[src/rtl/bwp_pkg.sv]
// ----------------------------------------------------------------------------
// bwp_pkg
// Shared types, constants and the charge-level lookup for the battery window
// averager.
// ----------------------------------------------------------------------------
package bwp_pkg;

    localparam int SAMPLE_W   = 16;
    localparam int PERCENT_W  = 7;
    localparam int MARK_COUNT = 10;

    localparam logic [SAMPLE_W-1:0]  LEVEL_LOW_MV  = 16'd3500;
    localparam logic [SAMPLE_W-1:0]  LEVEL_HIGH_MV = 16'd4010;
    localparam logic [PERCENT_W-1:0] LEVEL_EMPTY   = 7'd0;
    localparam logic [PERCENT_W-1:0] LEVEL_FULL    = 7'd100;
    localparam logic [PERCENT_W-1:0] LEVEL_STEP    = 7'd10;

    typedef logic [SAMPLE_W-1:0] mark_table_t [MARK_COUNT];

    localparam mark_table_t LEVEL_MARKS = '{
        16'd3500, 16'd3550, 16'd3600, 16'd3680, 16'd3730,
        16'd3770, 16'd3820, 16'd3880, 16'd3950, 16'd4010
    };

    typedef enum logic [1:0] {
        ST_IDLE,
        ST_UPDATE,
        ST_DIVIDE,
        ST_DELIVER
    } state_t;

    // Charge level in steps of ten; a mean exactly on a mark does not count
    // as above it.
    function automatic logic [PERCENT_W-1:0] level_of(input logic [SAMPLE_W-1:0] mean);
        logic [PERCENT_W-1:0] below;
        logic [PERCENT_W-1:0] level;
        below = '0;
        for (int k = 0; k < MARK_COUNT; k++)
        begin
            if (LEVEL_MARKS[k] < mean)
            begin
                below = below + 7'd1;
            end
        end
        if (mean < LEVEL_LOW_MV)
        begin
            level = LEVEL_EMPTY;
        end
        else if (mean > LEVEL_HIGH_MV)
        begin
            level = LEVEL_FULL;
        end
        else
        begin
            level = 7'(LEVEL_STEP * (below + 7'd1));
        end
        return level;
    endfunction

endpackage

[src/rtl/bwp_if.sv]
// ----------------------------------------------------------------------------
// bwp_if
// Valid/ready channels for the battery window averager: samples in, results
// out.
// ----------------------------------------------------------------------------
interface bwp_sample_if;
    logic                          valid;
    logic                          ready;
    logic [bwp_pkg::SAMPLE_W-1:0]  sample_mv;

    modport source (output valid, output sample_mv, input ready);
    modport sink   (input valid, input sample_mv, output ready);
endinterface

interface bwp_result_if;
    logic                          valid;
    logic                          ready;
    logic [bwp_pkg::SAMPLE_W-1:0]  average_mv;
    logic [bwp_pkg::PERCENT_W-1:0] charge_percent;

    modport source (output valid, output average_mv, output charge_percent, input ready);
    modport sink   (input valid, input average_mv, input charge_percent, output ready);
endinterface

[src/rtl/bwp_ram.sv]
// ----------------------------------------------------------------------------
// bwp_ram
// Generic single-write, single-read RAM with a registered read port.
// ----------------------------------------------------------------------------
module bwp_ram #(
    parameter int WIDTH = 16,
    parameter int DEPTH = 16,
    localparam int AW   = (DEPTH > 1) ? $clog2(DEPTH) : 1
) (
    input  logic             clk,
    input  logic             we,
    input  logic [AW-1:0]    waddr,
    input  logic [WIDTH-1:0] wdata,
    input  logic [AW-1:0]    raddr,
    output logic [WIDTH-1:0] rdata
);

    logic [WIDTH-1:0] mem [DEPTH];
    logic [WIDTH-1:0] rdata_reg;

    always_ff @(posedge clk)
    begin
        if (we)
        begin
            mem[waddr] <= wdata;
        end
        rdata_reg <= mem[raddr];
    end

    assign rdata = rdata_reg;

endmodule

[src/rtl/bwp_div.sv]
// ----------------------------------------------------------------------------
// bwp_div
// Restoring divider that retires one quotient bit per cycle.
// ----------------------------------------------------------------------------
module bwp_div #(
    parameter int DIVIDEND_W = 20,
    parameter int DIVISOR_W  = 5,
    localparam int CNT_W     = $clog2(DIVIDEND_W + 1)
) (
    input  logic                  clk,
    input  logic                  rst_n,
    input  logic                  start,
    input  logic [DIVIDEND_W-1:0] dividend,
    input  logic [DIVISOR_W-1:0]  divisor,
    output logic                  done,
    output logic [DIVIDEND_W-1:0] quotient
);

    logic                  busy_reg,    busy_next;
    logic                  done_reg,    done_next;
    logic [CNT_W-1:0]      cnt_reg,     cnt_next;
    logic [DIVIDEND_W-1:0] dq_reg,      dq_next;
    logic [DIVISOR_W-1:0]  rem_reg,     rem_next;
    logic [DIVISOR_W-1:0]  divisor_reg, divisor_next;
    logic [DIVISOR_W:0]    trial;
    logic                  fits;

    // The dividend shifts out of the top of dq_reg while quotient bits shift
    // in at the bottom.
    assign trial = {rem_reg, dq_reg[DIVIDEND_W-1]};
    assign fits  = trial >= {1'b0, divisor_reg};

    always_comb
    begin
        busy_next    = busy_reg;
        done_next    = 1'b0;
        cnt_next     = cnt_reg;
        dq_next      = dq_reg;
        rem_next     = rem_reg;
        divisor_next = divisor_reg;
        if (start)
        begin
            busy_next    = 1'b1;
            cnt_next     = CNT_W'(DIVIDEND_W);
            dq_next      = dividend;
            rem_next     = '0;
            divisor_next = divisor;
        end
        else if (busy_reg)
        begin
            dq_next  = {dq_reg[DIVIDEND_W-2:0], fits};
            rem_next = fits ? DIVISOR_W'(trial - {1'b0, divisor_reg}) : trial[DIVISOR_W-1:0];
            cnt_next = cnt_reg - CNT_W'(1);
            if (cnt_reg == CNT_W'(1))
            begin
                busy_next = 1'b0;
                done_next = 1'b1;
            end
        end
    end

    always_ff @(posedge clk or negedge rst_n)
    begin
        if (!rst_n)
        begin
            busy_reg <= 1'b0;
            done_reg <= 1'b0;
            cnt_reg  <= '0;
        end
        else
        begin
            busy_reg <= busy_next;
            done_reg <= done_next;
            cnt_reg  <= cnt_next;
        end
    end

    always_ff @(posedge clk)
    begin
        dq_reg      <= dq_next;
        rem_reg     <= rem_next;
        divisor_reg <= divisor_next;
    end

    assign done     = done_reg;
    assign quotient = dq_reg;

endmodule

[src/rtl/battery_window_percent.sv]
// ----------------------------------------------------------------------------
// battery_window_percent
// Sliding-window battery voltage averager with a charge-level lookup.
// ----------------------------------------------------------------------------
// One word on the sample channel carries a voltage sample in millivolts. It
// goes into a ring of the last WINDOW samples, and every sample yields one
// word on the result channel: the truncated mean of the held samples and a
// charge level from 0 to 100 in steps of ten.
// The sample channel takes a word only while the block is idle. On
// acceptance the slot about to be overwritten is read, then the running
// total and fill count are updated, then a restoring divider yields the
// mean at one bit per cycle from the running total (20 bits wide for a
// window of 16), and then the result register is loaded. A new sample is
// taken once the block is back in idle.
// The result register holds its word while the receiver stalls, and the
// block already accepts the next sample; that item waits only at its last
// step until the register is free.
// Reset empties the window: fill count, running total and write slot go to
// zero. A ring slot's read value is used only once every slot has been written.
// ----------------------------------------------------------------------------
module battery_window_percent #(
    parameter int WINDOW = 16
) (
    input  logic clk,
    input  logic rst_n,
    bwp_sample_if.sink   sample,
    bwp_result_if.source result
);

    localparam int SW = (WINDOW > 1) ? $clog2(WINDOW) : 1;
    localparam int CW = $clog2(WINDOW + 1);
    localparam int TW = $clog2(WINDOW * 65535 + 1);
    localparam int DW = bwp_pkg::SAMPLE_W;
    localparam int PW = bwp_pkg::PERCENT_W;

    bwp_pkg::state_t state_reg, state_next;

    logic [SW-1:0] slot_reg,   slot_next;
    logic [CW-1:0] fill_reg,   fill_next;
    logic [TW-1:0] total_reg,  total_next;
    logic [DW-1:0] sample_reg;
    logic [DW-1:0] avg_reg;
    logic [PW-1:0] pct_reg;
    logic          out_valid_reg, out_valid_next;

    logic          accept;
    logic          in_ready;
    logic          load_out;
    logic          div_start;
    logic          div_done;
    logic [TW-1:0] quotient;
    logic [DW-1:0] evicted;
    logic          window_full;
    logic [DW-1:0] mean;

    assign accept      = sample.valid && in_ready;
    assign window_full = fill_reg == CW'(WINDOW);
    assign mean        = quotient[DW-1:0];

    bwp_ram #(
        .WIDTH (DW),
        .DEPTH (WINDOW)
    ) u_ring (
        .clk   (clk),
        .we    (state_reg == bwp_pkg::ST_UPDATE),
        .waddr (slot_reg),
        .wdata (sample_reg),
        .raddr (slot_reg),
        .rdata (evicted)
    );

    bwp_div #(
        .DIVIDEND_W (TW),
        .DIVISOR_W  (CW)
    ) u_div (
        .clk      (clk),
        .rst_n    (rst_n),
        .start    (div_start),
        .dividend (total_next),
        .divisor  (fill_next),
        .done     (div_done),
        .quotient (quotient)
    );

    // Window bookkeeping; the evicted slot was read on the accepting edge.
    always_comb
    begin
        slot_next  = slot_reg;
        fill_next  = fill_reg;
        total_next = total_reg;
        if (state_reg == bwp_pkg::ST_UPDATE)
        begin
            if (window_full)
            begin
                total_next = total_reg - TW'(evicted) + TW'(sample_reg);
            end
            else
            begin
                fill_next  = fill_reg + CW'(1);
                total_next = total_reg + TW'(sample_reg);
            end
            slot_next = (slot_reg == SW'(WINDOW - 1)) ? '0 : slot_reg + SW'(1);
        end
    end

    always_comb
    begin
        state_next = state_reg;
        unique case (state_reg)
            bwp_pkg::ST_IDLE:
            begin
                if (sample.valid)
                begin
                    state_next = bwp_pkg::ST_UPDATE;
                end
            end
            bwp_pkg::ST_UPDATE:
            begin
                state_next = bwp_pkg::ST_DIVIDE;
            end
            bwp_pkg::ST_DIVIDE:
            begin
                if (div_done)
                begin
                    state_next = bwp_pkg::ST_DELIVER;
                end
            end
            bwp_pkg::ST_DELIVER:
            begin
                if (!out_valid_reg || result.ready)
                begin
                    state_next = bwp_pkg::ST_IDLE;
                end
            end
            default:
            begin
                state_next = bwp_pkg::ST_IDLE;
            end
        endcase
    end

    always_comb
    begin
        in_ready  = state_reg == bwp_pkg::ST_IDLE;
        div_start = state_reg == bwp_pkg::ST_UPDATE;
        load_out  = (state_reg == bwp_pkg::ST_DELIVER) && (!out_valid_reg || result.ready);
    end

    always_comb
    begin
        out_valid_next = out_valid_reg;
        if (load_out)
        begin
            out_valid_next = 1'b1;
        end
        else if (result.ready)
        begin
            out_valid_next = 1'b0;
        end
    end

    always_ff @(posedge clk or negedge rst_n)
    begin
        if (!rst_n)
        begin
            state_reg     <= bwp_pkg::ST_IDLE;
            slot_reg      <= '0;
            fill_reg      <= '0;
            total_reg     <= '0;
            out_valid_reg <= 1'b0;
        end
        else
        begin
            state_reg     <= state_next;
            slot_reg      <= slot_next;
            fill_reg      <= fill_next;
            total_reg     <= total_next;
            out_valid_reg <= out_valid_next;
        end
    end

    always_ff @(posedge clk)
    begin
        if (accept)
        begin
            sample_reg <= sample.sample_mv;
        end
        if (load_out)
        begin
            avg_reg <= mean;
            pct_reg <= bwp_pkg::level_of(mean);
        end
    end

    assign sample.ready          = in_ready;
    assign result.valid          = out_valid_reg;
    assign result.average_mv     = avg_reg;
    assign result.charge_percent = pct_reg;

    a_fill_bounded : assert property (@(posedge clk) disable iff (!rst_n)
        fill_reg <= CW'(WINDOW))
        else $error("fill count exceeds the window");

    a_slot_bounded : assert property (@(posedge clk) disable iff (!rst_n)
        32'(slot_reg) < WINDOW)
        else $error("write slot outside the window");

    a_total_bounded : assert property (@(posedge clk) disable iff (!rst_n)
        32'(total_reg) <= 32'(fill_reg) * 32'd65535)
        else $error("running total larger than the held samples allow");

    a_accept_updates : assert property (@(posedge clk) disable iff (!rst_n)
        accept |=> state_reg == bwp_pkg::ST_UPDATE)
        else $error("accepted sample did not reach the update step");

    a_done_in_divide : assert property (@(posedge clk) disable iff (!rst_n)
        div_done |-> state_reg == bwp_pkg::ST_DIVIDE)
        else $error("divider finished outside the divide step");

endmodule
[src/flat_wrapper.sv]
// flat-port wrapper written by rule: the top's interface ports become plain ports
module battery_window_percent_flat 
#(
    parameter int WINDOW = 16
)
  (clk, rst_n, sample_valid, sample_sample_mv, sample_ready, result_valid, result_average_mv, result_charge_percent, result_ready);
  bwp_sample_if sample_i ();
  bwp_result_if result_i ();
  input  logic clk;
  input  logic rst_n;
  input wire logic [$bits(sample_i.valid)-1:0] sample_valid;
  input wire logic [$bits(sample_i.sample_mv)-1:0] sample_sample_mv;
  output wire logic [$bits(sample_i.ready)-1:0] sample_ready;
  output wire logic [$bits(result_i.valid)-1:0] result_valid;
  output wire logic [$bits(result_i.average_mv)-1:0] result_average_mv;
  output wire logic [$bits(result_i.charge_percent)-1:0] result_charge_percent;
  input wire logic [$bits(result_i.ready)-1:0] result_ready;
  assign sample_i.valid = sample_valid;
  assign sample_i.sample_mv = sample_sample_mv;
  assign sample_ready = sample_i.ready;
  assign result_valid = result_i.valid;
  assign result_average_mv = result_i.average_mv;
  assign result_charge_percent = result_i.charge_percent;
  assign result_i.ready = result_ready;
  battery_window_percent #(.WINDOW(WINDOW)) u_core (.clk(clk), .rst_n(rst_n), .sample(sample_i), .result(result_i));
endmodule
[config.mk]
export PLATFORM = sky130hd
export DESIGN_NAME = battery_window_percent_flat
export DESIGN_NICKNAME = d
export VERILOG_FILES = /design/src/rtl/bwp_pkg.sv /design/src/rtl/bwp_if.sv /design/src/rtl/bwp_ram.sv /design/src/rtl/bwp_div.sv /design/src/rtl/battery_window_percent.sv /design/src/flat_wrapper.sv
export SDC_FILE = /design/constraint.sdc
export NUM_CORES = 1
export LEC_CHECK = 0
export BUFFER_PORTS_ARGS = -buffer_cell sky130_fd_sc_hd__buf_2
export CORE_MARGIN = 5
export CORE_UTILIZATION = 65
export DETAILED_ROUTE_END_ITERATION = 12
export PLACE_DENSITY_LB_ADDON = 0.3
export SLEW_MARGIN = 40
export SYNTH_ARGS = -nofsm -noshare
export SYNTH_HDL_FRONTEND = slang
export SYNTH_SLANG_ARGS = --single-unit
export TNS_END_PERCENT = 5
[constraint.sdc]
create_clock -name clk -period 13.1 [get_ports clk]
set_input_delay 2.62 -clock clk [delete_from_list [all_inputs] [get_ports clk]]
set_output_delay 2.62 -clock clk [all_outputs]
set_load 0.05 [all_outputs]
==> results.toml, run 1 <==
[route]
wl_met1_um = 15000
drt_pass1_iterations = 6
highest_layer = "met4"
drt_iter0_drc = 1113
wl_met2_um = 18600
drc = 0
antenna_left = 0
wl_um = 37100
vias_per_cell = 6.11
wl_met3_um = 2410
routedWlPerCell_um = 22.2
vias = 10200

[sta]
fin_crit_sh = 0.759
drv_slew = 0
final.setup.tns_ns = 0
tightest_slew_ns = 0.781
fin_skew_ns = 0.0118
setup_viol = 0
grt_setup_unrepaired = "false"
fmax_mhz = 101
hold_viol = 0
layout_min_cycle_time_ns = 9.94
relSlewSlack = 0.475

[logic_synthesis]
synth_compound_area_frac = 0.0762
ys_seq_area_frac = 0.611
postSynthCellCount = 1221
syn-num-nets = 1328
synth_top_family_by_area = "multiplexers"
netlist_top_cells_count = "edfxtp_1 (319), inv_1 (113), mux4_2 (80), nor2_1 (69), ha_1 (68)"
syn_avg_cell_area_um2 = 14.7
yosys_warnings = 0
yosys.area.top_type = "edfxtp_1"
ys_ff_latch = 379
yosysUniqueCellTypes = 74
synth.area.top_cells = "edfxtp_1 (53%), mux4_2 (10%), dfrtp_1 (5.4%)"
muxShareOfSynthArea = 0.104
synth_top_area_frac = 0.533
yosys_most_used_dff = "edfxtp_1"
synth.most_common_cell = "edfxtp_1"
synthesis.area_um2 = 18000
synthArstFlopShare = 0.103
synth-edff-count = 319
synth-adder-area-share = 0.0685
yosys.area_share.simple = 0.0683
synth_xor_xnor_area_share = 0.0356

[grt]
track_usage = 0.244
grt_pass1_wl_um = 58400
grt_pass1_vias = 10500
grt_max_degree = 70
overflow = 0
antenna_found_initial = 0

[worst_hold_path]
min_path_type = "reg2reg"
worstHoldStart = "u_core.u_div.rem_reg[4]"
hold_depth = 2

[critical_path]
r2r_cells = 38
slowest_delay_ns = 0.69
critPathBufInv = 2
cp_data_required_time_ns = 13.49
critical_path_cell_count = 38
critPathTopFamily = "adder cells"
end_kind = "flip-flop"
cp.arrival_ns = 10.33
r2r_start = "u_core.u_div.quotient[15]"
path_max_fanout = 7
crit_slowest_cell = "or4_1"
criticalPathCategory = "reg2reg"
start_kind = "flip-flop"
startpoint = "u_core.u_div.quotient[15]"
critPathMostFrequentCell = "ha_1"

[placed_design]
dp_hpwl_um = 22500
placement.io_buffers = 43
place_congestion = 0.877

[clocking]
cts_inserted_buffers = 38
clkLatencyLatePin_ns = 0.54
post_cts_buffers = 0
cts_tree = "done"
clock_path_buffers = 3
hold_buffers = 0
cts_resized = 0
cts.sinks = 379
clk_pin_slew_ns = 0.06
root_buffer = "clkbuf_16"
cts_htree_levels = 2

[layout]
n_fill_cell = 1612
drive_gt1_frac = 0.186
largest_reg_flops = 256
diodes = 0
nets = 1378
area_delta_synth_final_pct = 10.3

[floorplan]
die_y_um = 176
coreArea_um2 = 27100
start_util = 0.663
chipWidth_um = 176
rows = 60
ioPinCount = 45
die_area_um2 = 31100

[job]
drv_cap = 0

[status]
status = "finished, final reports clean"
[worst min-delay path: cells and delay by family (launching register included)]
kind | cells | cell delay [ns]
flip-flops | 1 | 0.31
AO/OA/AOI/OAI | 1 | 0.06
AND/OR/NAND/NOR | 1 | 0.05
[routing by layer]
layer,global-route usage,vias to the layer above
met2,0.409,357
li1,-,4663
met5,0,-
met1,0.336,5109
met4,0.0763,0
met3,0.0353,77
[cells in the final DEF (no fill, tap or decap), types with 15 or more instances in the layout]
cell and count:
edfxtp_1 319, nor2_1 68, buf_2 42, o21a_1 16
nand3_1 17, ha_1 67, fa_1 19, a21boi_0 21
xnor2_1 47, dfrtp_1 37, a21oi_1 38, o21ai_0 36
dfxtp_1 21, nor3_1 15, inv_1 113, nand2_1 63
mux4_2 80, clkbuf_16 38
[through the flow]
step	instance area, um2	setup WS (ns)	utilization	hold WS [ns]	cells
2_1_floorplan	18000	4.30	-	0.421	1221
3_3_place_gp	18600	3.49	0.685	0.437	1602
3_5_place_dp	18600	3.28	0.686	0.458	1602
4_1_cts	19800	3.22	0.730	0.470	1670
5_1_grt	19800	2.56	0.731	0.510	1671
6_report	19800	3.16	0.731	0.471	1671
[cell families after synthesis]
logic type,count (synthesis)
simple gates,243
mux,87
flops,379
xor+xnor,64
other cells,1
buf+inv,162
compound gates,198
fa+ha+maj,87
[layout make-up]
cell class | count | area [um2] | share of cell area
sequential | 379 | 11000 | 0.554
multi-input combinational | 680 | 6390 | 0.323
clock buffer | 48 | 998 | 0.0504
tap | 372 | 465 | 0.0235
inverter | 113 | 424 | 0.0214
timing repair buffer | 59 | 365 | 0.0184
clock inverter | 20 | 189 | 0.00954
[final timing paths]
check	to	slack [ns]
worst max-delay path	u_core.result.charge_percent[6]	3.16
worst min-delay path	u_core.u_div.rem_reg[4]	0.47
worst max register to register	u_core.result.charge_percent[6]	3.16
worst min register to register	u_core.u_div.rem_reg[4]	0.47
max in group asynchronous	u_core.slot_reg[0]	10.60
min in group asynchronous	u_core.total_reg[1]	2.06
Power of run 1 is not shown: default switching activity piles up to over one toggle a cycle in this logic, so the estimate is an artifact.
==> run 2, diff against run 1 <==
--- a/config.mk
+++ b/config.mk
@@ -7,7 +7,7 @@
 export LEC_CHECK = 0
 export BUFFER_PORTS_ARGS = -buffer_cell sky130_fd_sc_hd__buf_2
 export CORE_MARGIN = 5
-export CORE_UTILIZATION = 65
+export CORE_UTILIZATION = 63
 export DETAILED_ROUTE_END_ITERATION = 12
 export PLACE_DENSITY_LB_ADDON = 0.3
 export SLEW_MARGIN = 40
==> constraint.sdc (replaced) <==
create_clock -name clk -period 9.3 [get_ports clk]
set_input_delay 1.86 -clock clk [delete_from_list [all_inputs] [get_ports clk]]
set_output_delay 1.86 -clock clk [all_outputs]
set_load 0.05 [all_outputs]
==> results.toml, run 2 (synthesized netlist as in run 1, its figures left out) <==
[route]
vias = 10300
antenna_left = 0
drc = 0
drt_iter0_drc = 832
wl_um = 38100
routedWlPerCell_um = 22.5
vias_per_cell = 6.11
drt_pass1_iterations = 5

[sta]
fin_skew_ns = 0.0270
relSlewSlack = 0.466
tightest_slew_ns = 0.802
final.setup.tns_ns = 0
hold_viol = 0
drv_slew = 0
fmax_mhz = 113
layout_min_cycle_time_ns = 8.84
setup_viol = 0
timing.hold.ws_ns = 0.476
fin_crit_sh = 0.950

[worst_hold_path]
min_path_type = "reg2reg"
hold_depth = 2
worstHoldStart = "u_core.u_div.rem_reg[4]"
min_to = "u_core.u_div.rem_reg[4]"

[layout]
largest_reg_flops = 256
diodes = 0
final_cell_mix = "edfxtp_1 (319), inv_1 (113), mux4_2 (80)"
nets = 1390
area_delta_synth_final_pct = 11.4
mostFrequentLayoutCell = "edfxtp_1"
drive_gt1_frac = 0.200
fin_area_um2 = 20000

[critical_path]
worst-r2r-setup-slack_ns = 0.46
reg2reg_to = "u_core.result.charge_percent[6]"
r2r_start = "u_core.u_div.quotient[15]"
critPathMostFrequentCell = "ha_1"
start_kind = "flip-flop"
end_kind = "flip-flop"
crit_slowest_cell = "or4_1"
r2r_cells = 36
path_max_fanout = 5
criticalPathCategory = "reg2reg"
slowest_delay_ns = 0.56
cp.arrival_ns = 9.20
cp_data_required_time_ns = 9.66

[placed_design]
placement.io_buffers = 43
place_congestion = 0.844
place_area_um2 = 18600
dp_hpwl_um = 23500

[clocking]
root_buffer = "clkbuf_16"
cts_htree_levels = 2
cts_inserted_buffers = 38
clock_path_buffers = 3
cts_tree = "done"
clk_pin_slew_ns = 0.06
hold_buffers = 0
cts.sinks = 379
clkLatencyLatePin_ns = 0.54

[grt]
overflow = 0
grt_pass1_vias = 10400
grt_max_degree = 57
track_usage = 0.246
grt_pass1_wl_um = 59100
antenna_found_initial = 0

[floorplan]
chipWidth_um = 179
start_util = 0.643
rows = 61
die_area_um2 = 32000
coreArea_um2 = 27900
ioPinCount = 45
die_y_um = 179

[job]
drv_cap = 0

[status]
status = "finished, final reports clean"
## run 2: worst max path at each step
stage	start	endpoint	slack, ns	depth (start not counted)
floorplan	u_core.u_div.quotient[14]	u_core.result.charge_percent[6]	0.50	39
global placement	u_core.u_div.quotient[14]	u_core.result.charge_percent[6]	0.33	38
detailed placement	u_core.u_div.quotient[14]	u_core.result.charge_percent[6]	0.27	38
CTS	u_core.u_div.quotient[15]	u_core.result.charge_percent[6]	0.20	38
global route	u_core.u_div.quotient[15]	u_core.result.charge_percent[6]	-0.02	39
finish	u_core.u_div.quotient[15]	u_core.result.charge_percent[6]	0.46	36
## run 2: critical path, delay by kind of cell (launching register included)
kind,cells,cell delay [ns]
mux,4,0.91
simple gates,9,2.09
xor+xnor,3,0.61
compound gates,8,1.38
fa+ha+maj,10,2.98
flops,1,0.42
buf+inv,2,0.27
## run 2: layout make-up
cell class	instances	area (um2)
inverters	113	424
clock inverters	20	251
flip-flops and latches	379	11000
fillers	1809	7930
multi-input cells	680	6440
repair buffers	71	425
clock buffers	49	1010
well taps	378	473
## run 2: stage by stage
stage / instances / util / setup slack, ns
finish: 1690 / 0.716 / 0.463
global route: 1690 / 0.716 / -0.0159
CTS: 1682 / 0.712 / 0.202
detailed placement: 1613 / 0.667 / 0.266
global placement: 1613 / 0.666 / 0.334
floorplan: 1221 / - / 0.496
## run 2: routing by layer
| metal | wire length, um | global-route usage | vias to the layer above |
|---|---|---|---|
| li1 | - | - | 4693 |
| met1 | 15100 | 0.332 | 5162 |
| met2 | 19500 | 0.430 | 406 |
| met3 | 2620 | 0.0352 | 61 |
| met4 | 831 | 0.0566 | 0 |
| met5 | 0 | 0 | - |
## run 2: timing repair
item | 4_1_cts | 5_1_grt
endpoints found under the setup margin | 0 | 1
setup buffers | 0 | 8
gates resized for setup | 0 | 9
Power of run 2 is left out for the same reason.
==> run 3, diff against run 2 <==
--- a/config.mk
+++ b/config.mk
@@ -6,7 +6,7 @@
 export NUM_CORES = 1
 export LEC_CHECK = 0
 export BUFFER_PORTS_ARGS = -buffer_cell sky130_fd_sc_hd__buf_2
-export CORE_MARGIN = 5
+export CORE_MARGIN = 3
 export CORE_UTILIZATION = 63
 export DETAILED_ROUTE_END_ITERATION = 12
 export PLACE_DENSITY_LB_ADDON = 0.3
==> results.toml, run 3 (synthesized netlist as in run 1, its figures left out) <==
[critical_path]
criticalPathCategory = "reg2reg"
start_kind = "flip-flop"
end_kind = "flip-flop"
critPathMostFrequentCell = "ha_1"
crit_slowest_cell = "or4_4"
slowest_delay_ns = 0.55
worst-r2r-setup-slack_ns = 0.43
cp_data_required_time_ns = 9.69
cp.arrival_ns = 9.25
path_max_fanout = 5

[clocking]
clk_pin_slew_ns = 0.06
cts_tree = "done"
hold_buffers = 0
cts.sinks = 379
clkLatencyLatePin_ns = 0.55
root_buffer = "clkbuf_16"
cts_inserted_buffers = 38
clock_path_buffers = 3
cts_htree_levels = 2

[grt]
grt_pass1_wl_um = 61600
use_met1 = 0.361
grt_pass1_vias = 10800
grt_util_met2 = 0.437
top_usage_layer = "met2"
grt_max_degree = 57
track_usage = 0.265
antenna_found_initial = 0
overflow = 0
gr-usage-met3 = 0.0465

[sta]
fin_skew_ns = 0.0218
final.setup.worst_slack_ns = 0.434
drv_slew = 0
layout_min_cycle_time_ns = 8.87
tightest_slew_ns = 0.791
setup_viol = 0
final.setup.tns_ns = 0
relSlewSlack = 0.472
hold_viol = 0
fmax_mhz = 113
fin_crit_sh = 0.953

[floorplan]
rows = 61
ioPinCount = 45
coreArea_um2 = 27900
start_util = 0.643
die_area_um2 = 30600
chipWidth_um = 175
die_y_um = 175

[layout]
diodes = 0
largest_reg_flops = 256
area_delta_synth_final_pct = 12.4
mostFrequentLayoutCell = "edfxtp_1"
nets = 1390
n_fill_cell = 1765
register_area_um2 = 11000
drive_gt1_frac = 0.212
final_cell_mix = "edfxtp_1 (319), inv_1 (113), mux4_2 (80)"
stdcell_count = 1691
utilization = 0.723
multi_input_area_um2 = 6470

[route]
antenna_left = 0
drc = 0
drt_iter0_drc = 981
wl_um = 39200
vias = 10500
routedWlPerCell_um = 23.2
drt_pass1_iterations = 5
vias_per_cell = 6.19

[status]
status = "finished, final reports clean"

[placed_design]
placed_cells = 1611
place_congestion = 0.883
dp_slack_ns = 0.225
dp_hpwl_um = 23500
placement.io_buffers = 43

[job]
drv_cap = 0

[worst_hold_path]
min_path_type = "reg2reg"
==> run 3: cell types whose count changed in the layout (fill, tap and decap cells not counted), sizes merged <==
cell / delta
clkbuf: -6
bufinv: +4
clkinv: +2
clkinvlp: +1
==> run 3: per-layer routing <==
metal  share of wire  vias to the layer above
li1                -                     4708
met1            0.40                     5263
met2            0.50                      411
met3           0.071                       78
met4           0.036                        0
met5               0                        -
==> run 3: critical path, delay by kind of cell (launching register included) <==
kind	cells	cell delay (ns)
AO/OA/AOI/OAI	8	1.38
buffers and inverters	2	0.25
XOR/XNOR	3	0.70
adder cells (fa/ha/maj)	10	3.00
flip-flops	1	0.42
AND/OR/NAND/NOR	9	2.06
multiplexers	4	0.89
==> run 3: per-stage QoR <==
step                hold WS [ns]  instance area, um2
global placement           0.444               18600
detailed placement         0.443               18600
floorplan                  0.421               18000
global route               0.476               20200
finish                     0.481               20200
CTS                        0.459               20000
==> run 3: final timing paths <==
| path | start | endpoint | cells after the start |
|---|---|---|---|
| worst max-delay path | u_core.u_div.quotient[15] | u_core.result.charge_percent[6] | 36 |
| worst min-delay path | u_core.u_div.rem_reg[4] | u_core.u_div.rem_reg[4] | 2 |
| worst max register to register | u_core.u_div.quotient[15] | u_core.result.charge_percent[6] | 36 |
| worst min register to register | u_core.u_div.rem_reg[4] | u_core.u_div.rem_reg[4] | 2 |
| max in group asynchronous | rst_n | u_core.slot_reg[0] | 2 |
| min in group asynchronous | rst_n | u_core.total_reg[1] | 2 |
==> run 3: timing repair <==
action	in CTS	in global routing
resized for setup	0	15
setup endpoints to repair	0	1
setup buffers	0	10
==> run 3: final cells by class <==
type	count	area share
Clock buffer	43	0.0501
Inverter	113	0.0210
Multi-Input combinational cell	680	0.321
Tap cell	378	0.0234
Sequential cell	379	0.544
Timing Repair Buffer	71	0.0212
Clock inverter	27	0.0200
Power of run 3 is left out for the same reason.
